==> src/rtl/line_sensor_frame_averager_macros.svh <==
// ----------------------------------------------------------------------------
// line_sensor_frame_averager_macros
// Assertion macros used by the frame averager top level.
// ----------------------------------------------------------------------------
`ifndef LINE_SENSOR_FRAME_AVERAGER_MACROS_SVH
`define LINE_SENSOR_FRAME_AVERAGER_MACROS_SVH

`ifndef SYNTHESIS
// Clocked check, switched off while reset is asserted.
`define LSFA_ASSERT(label, prop, msg) \
  label: assert property (@(posedge clk) disable iff (!rst_n) prop) else $error(msg);
// Clocked check that also runs through reset.
`define LSFA_ASSERT_ALWAYS(label, prop, msg) \
  label: assert property (@(posedge clk) prop) else $error(msg);
`else
`define LSFA_ASSERT(label, prop, msg)
`define LSFA_ASSERT_ALWAYS(label, prop, msg)
`endif

`endif

==> src/rtl/lsfa_pkg.sv <==
// ----------------------------------------------------------------------------
// lsfa_pkg
// Widths, register codes, states and control structs of the frame averager.
// ----------------------------------------------------------------------------
`timescale 1ns / 1ps

package lsfa_pkg;

  localparam int SAMPLE_W   = 16;
  localparam int AVG_W      = 16;
  localparam int PIXNUM_W   = 12;
  localparam int FRAMES_W   = 9;
  localparam int PIXELS_W   = 13;
  localparam int SUM_W      = 32;
  localparam int CFG_IDX_W  = 4;
  localparam int CFG_DATA_W = 16;

  localparam logic [FRAMES_W-1:0] FRAMES_RST = 9'd1;
  localparam logic [PIXELS_W-1:0] PIXELS_RST = 13'd3694;

  typedef enum logic [CFG_IDX_W-1:0] {
    REG_FRAMES = 4'd0,
    REG_PIXELS = 4'd1
  } cfg_reg_t;

  typedef enum logic [2:0] {
    ST_CLEAR,
    ST_IDLE,
    ST_ACC,
    ST_DIV,
    ST_PUSH
  } state_t;

  typedef struct packed {
    logic clr_wr;
    logic accept;
    logic sum_wr;
    logic div_start;
    logic div_step;
    logic push;
  } cmd_t;

  typedef struct packed {
    logic clr_last;
    logic last_frame;
    logic div_last;
    logic slot_free;
  } sts_t;

endpackage

==> src/rtl/lsfa_ctrl.sv <==
// ----------------------------------------------------------------------------
// lsfa_ctrl
// Sequencer: clearing pass, sample intake, accumulate, divide, result push.
// ----------------------------------------------------------------------------
`timescale 1ns / 1ps

module lsfa_ctrl import lsfa_pkg::*; (
  input  logic clk,
  input  logic rst_n,
  input  logic in_valid,
  output logic in_ready,
  input  sts_t sts,
  output cmd_t cmd
);

  state_t state_r, state_nxt;

  always_ff @(posedge clk) begin
    if (!rst_n) begin
      state_r <= ST_CLEAR;
    end else begin
      state_r <= state_nxt;
    end
  end

  always_comb begin
    state_nxt = state_r;
    cmd       = '0;
    in_ready  = 1'b0;
    case (state_r)
      ST_CLEAR: begin
        cmd.clr_wr = 1'b1;
        if (sts.clr_last) begin
          state_nxt = ST_IDLE;
        end
      end
      ST_IDLE: begin
        in_ready = 1'b1;
        if (in_valid) begin
          cmd.accept = 1'b1;
          state_nxt  = ST_ACC;
        end
      end
      ST_ACC: begin
        cmd.sum_wr = 1'b1;
        if (sts.last_frame) begin
          cmd.div_start = 1'b1;
          state_nxt     = ST_DIV;
        end else begin
          state_nxt = ST_IDLE;
        end
      end
      ST_DIV: begin
        cmd.div_step = 1'b1;
        if (sts.div_last) begin
          state_nxt = ST_PUSH;
        end
      end
      ST_PUSH: begin
        // hold until the output register is free
        if (sts.slot_free) begin
          cmd.push  = 1'b1;
          state_nxt = ST_IDLE;
        end
      end
      default: begin
        state_nxt = ST_CLEAR;
      end
    endcase
  end

endmodule

==> config.mk <==
export PLATFORM = sky130hd
export DESIGN_NAME = lsfa_ctrl
export DESIGN_NICKNAME = d
export VERILOG_FILES = /design/src/rtl/line_sensor_frame_averager_macros.svh /design/src/rtl/lsfa_pkg.sv /design/src/rtl/lsfa_ctrl.sv
export SDC_FILE = /design/constraint.sdc
export NUM_CORES = 1
export LEC_CHECK = 0
export BUFFER_PORTS_ARGS = -buffer_cell sky130_fd_sc_hd__buf_2
export CAP_MARGIN = 10
export CORE_AREA = 5 5 42 44
export CTS_CLUSTER_SIZE = 8
export DETAILED_ROUTE_END_ITERATION = 8
export DIE_AREA = 0 0 47 49
export GPL_TIMING_DRIVEN = 0
export SYNTH_ARGS = -nofsm -noshare
export SYNTH_HDL_FRONTEND = slang
export SYNTH_SLANG_ARGS = --single-unit
==> constraint.sdc <==
create_clock -name clk -period 1.7 [get_ports clk]
set_input_delay 0.17 -clock clk [delete_from_list [all_inputs] [get_ports clk]]
set_output_delay 0.17 -clock clk [all_outputs]
set_load 0.05 [all_outputs]
==> flow_metrics.env <==
export IMPL_regArea_sq_um=60.06
export IMPL_cts_setup_buffers=0
export IMPL_largest_register_ffs=3
export IMPL_place_gp_congestion=0.7093
export IMPL_p_leak_nw=0.1863
export IMPL_area_growth_pct=53.73
export IMPL_reg2reg_slack_ps=340
export IMPL_io_pins=14
export IMPL_ys_seq_area_frac=0.2388
export IMPL_critPathMaxFanout=9
export IMPL_dr_pass1_iters=2
export IMPL_layout_common_cells="buf_2 (13), nor3_2 (3), clkbuf_4 (3), dfxtp_1 (3), buf_4 (2)"
export IMPL_min_path_type="input port to register"
export IMPL_cp_arrival_ps=1390
export IMPL_fin_hold_ws_ps=188.5
export IMPL_vdd_drop_max_mv=0.2368
export IMPL_vias=281
export IMPL_worstSetupStartpointType="register"
export IMPL_reg_largest_list="state_r (3)"
export IMPL_htreeDepth=1
export IMPL_clk_latency_ps=240
export IMPL_slew_headroom=0.7418
export IMPL_drt_first_iter_violations=4
export IMPL_cts_tree="built"
export IMPL_syn_area_sq_um=251.5
export IMPL_cts_buffers=3
export IMPL_nFillCells=161
export IMPL_period_share=0.9160
export IMPL_hold_viol_final=0
export IMPL_cts_sinks=3
export IMPL_netlist_instances=29
export IMPL_layout_nets=54
export IMPL_worst_setup_path_end_kind="output port"
export IMPL_power_density_nw_per_um2=1094
export IMPL_path_cells="nand2b_1 > nor2_2 > and2_1 > buf_2"
export IMPL_min_period_ps=1557
export IMPL_status="completed"
export IMPL_clk_path_buf_depth=2
export IMPL_power_uw=423.2
export IMPL_io_buffers=13
export IMPL_antenna_found_initial=0
export IMPL_post_cts_resized=0
export IMPL_die_w_um=47
export IMPL_cap_violations=0
export IMPL_place_area_sq_um=360.3
export IMPL_hpwlAfterDp_um=502.5
export IMPL_rows=14
export IMPL_cpPeakStageDelay_ps=530
export IMPL_rsz0062_at_grt="no"
export IMPL_cp_data_required_time_ps=1530
export IMPL_dieArea_sq_um=2303
export IMPL_ys_warn_count=0
export IMPL_largest_register="state_r"
export IMPL_syn_num_nets=36
export IMPL_first_global_vias=281
export IMPL_core_sq_um=1401
export IMPL_synth_distinct_cells=22
export IMPL_grt_util_all_layers=0.07384
export IMPL_grt_pass1_wl_um=1159
export IMPL_clock_fmax_mhz=642.2
export IMPL_layout_commonest_cell="buf_2"
export IMPL_skew_ps=3.304
export IMPL_grt_max_degree=11
export IMPL_root_buffer="clkbuf_4"
export IMPL_hold_buffers=0
export IMPL_worst_slew_pin_slew_ps=386.2
export IMPL_fp_dieH_um=49
export IMPL_crit_slowest_cell="dfxtp_1"
export IMPL_wl_per_cell_um=10.94
export IMPL_multi_input_area_sq_um=196.4
export IMPL_antenna_left=0
export IMPL_num_antenna_cells=0
export IMPL_initial_core_util=0.1795
export IMPL_synth_seq_cells=3
export IMPL_clk_pin_slew_worst_paths_ps=40
export IMPL_fin_area_sq_um=386.6
export IMPL_drc=0
export IMPL_maxSlewViolCount=0
export IMPL_syn_area_per_cell_sq_um=8.672
export IMPL_setup_viol=0
export IMPL_layout_drive_gt1_share=0.5652
export IMPL_drt_total_wl_um=678
export IMPL_setup_tns_ps=0
export IMPL_overflow=0
export IMPL_via_per_inst=4.532
export IMPL_critPathKind="register to output port"
## metal layers
| layer | vias up | part of all wire | routed length (um) | track usage |
|---|---|---|---|---|
| met4 | 0 | 0 | 0 | 0.06912 |
| met5 | - | 0 | 0 | 0 |
| met1 | 129 | 0.40 | 273 | 0.08315 |
| met2 | 10 | 0.49 | 331 | 0.09502 |
| li1 | 142 | - | - | - |
| met3 | 0 | 0.11 | 73 | 0.03690 |
## kinds of logic (layout without fill, tap and decap cells)
kind of cell	Yosys count	after routing	synth area share
AO/OA/AOI/OAI	6	6	0.1940
buffers and inverters	3	20	0.07460
flip-flops	3	3	0.2388
multiplexers	1	1	0.03980
AND/OR/NAND/NOR	16	16	0.4528
## final timing paths
kind                                   end  cells after the start       start
worst max-delay path                cmd[4]                      4  state_r[2]
worst min-delay path            state_r[0]                      2       rst_n
worst max register to register  state_r[0]                      3  state_r[2]
worst min register to register  state_r[1]                      3  state_r[1]
## where the power goes
| group | total [mW] | internal [mW] | switching [mW] |
|---|---|---|---|
| Sequential | 0.0854 | 0.0794 | 0.00598 |
| Clock | 0.131 | 0.0883 | 0.0425 |
| Combinational | 0.207 | 0.0641 | 0.143 |
| Total | 0.423 | 0.232 | 0.191 |
## critical path: cells and delay by family (launching register included)
family | cells | cell delay, ps
flip-flops | 1 | 530
AND/OR/NAND/NOR | 3 | 420
buffers and inverters | 1 | 200
## layout make-up
class,instances,area share
repair buffers,13,0.1683
flip-flops and latches,3,0.1553
well taps,16,0.05178
clock buffers,4,0.06796
multi-input cells,23,0.5081
inverters,1,0.009709
plain buffers,2,0.03883
## synth_stat cells
library cell  number  share of area
a2111oi_1          1          0.040
a21oi_1            1          0.020
a21oi_2            1          0.035
and2_1             1          0.025
buf_4              2          0.060
dfxtp_1            3           0.24
inv_1              1          0.015
mux2i_1            1          0.040
nand2_1            1          0.015
nand2b_1           1          0.025
nand3_1            1          0.020
nand3b_1           1          0.030
nand3b_4           1          0.080
nor2_1             2          0.030
nor2b_1            1          0.025
nor3_1             4          0.080
nor4b_2            1          0.060
nor4bb_1           1          0.040
o21a_1             1          0.030
o31a_1             1          0.035
o41ai_1            1          0.035
or3_1              1          0.025
## stage by stage
| stage | util | worst slack, ps | cells |
|---|---|---|---|
| 2_1_floorplan | - | -14.41 | 29 |
| 3_3_place_gp | 0.2571 | 385.6 | 58 |
| 3_5_place_dp | 0.2571 | 357.7 | 58 |
| 4_1_cts | 0.2759 | 149.8 | 62 |
| 5_1_grt | 0.2759 | 57.42 | 62 |
| 6_report | 0.2759 | 142.8 | 62 |
No activity file was read; power rests on OpenSTA's default activity.
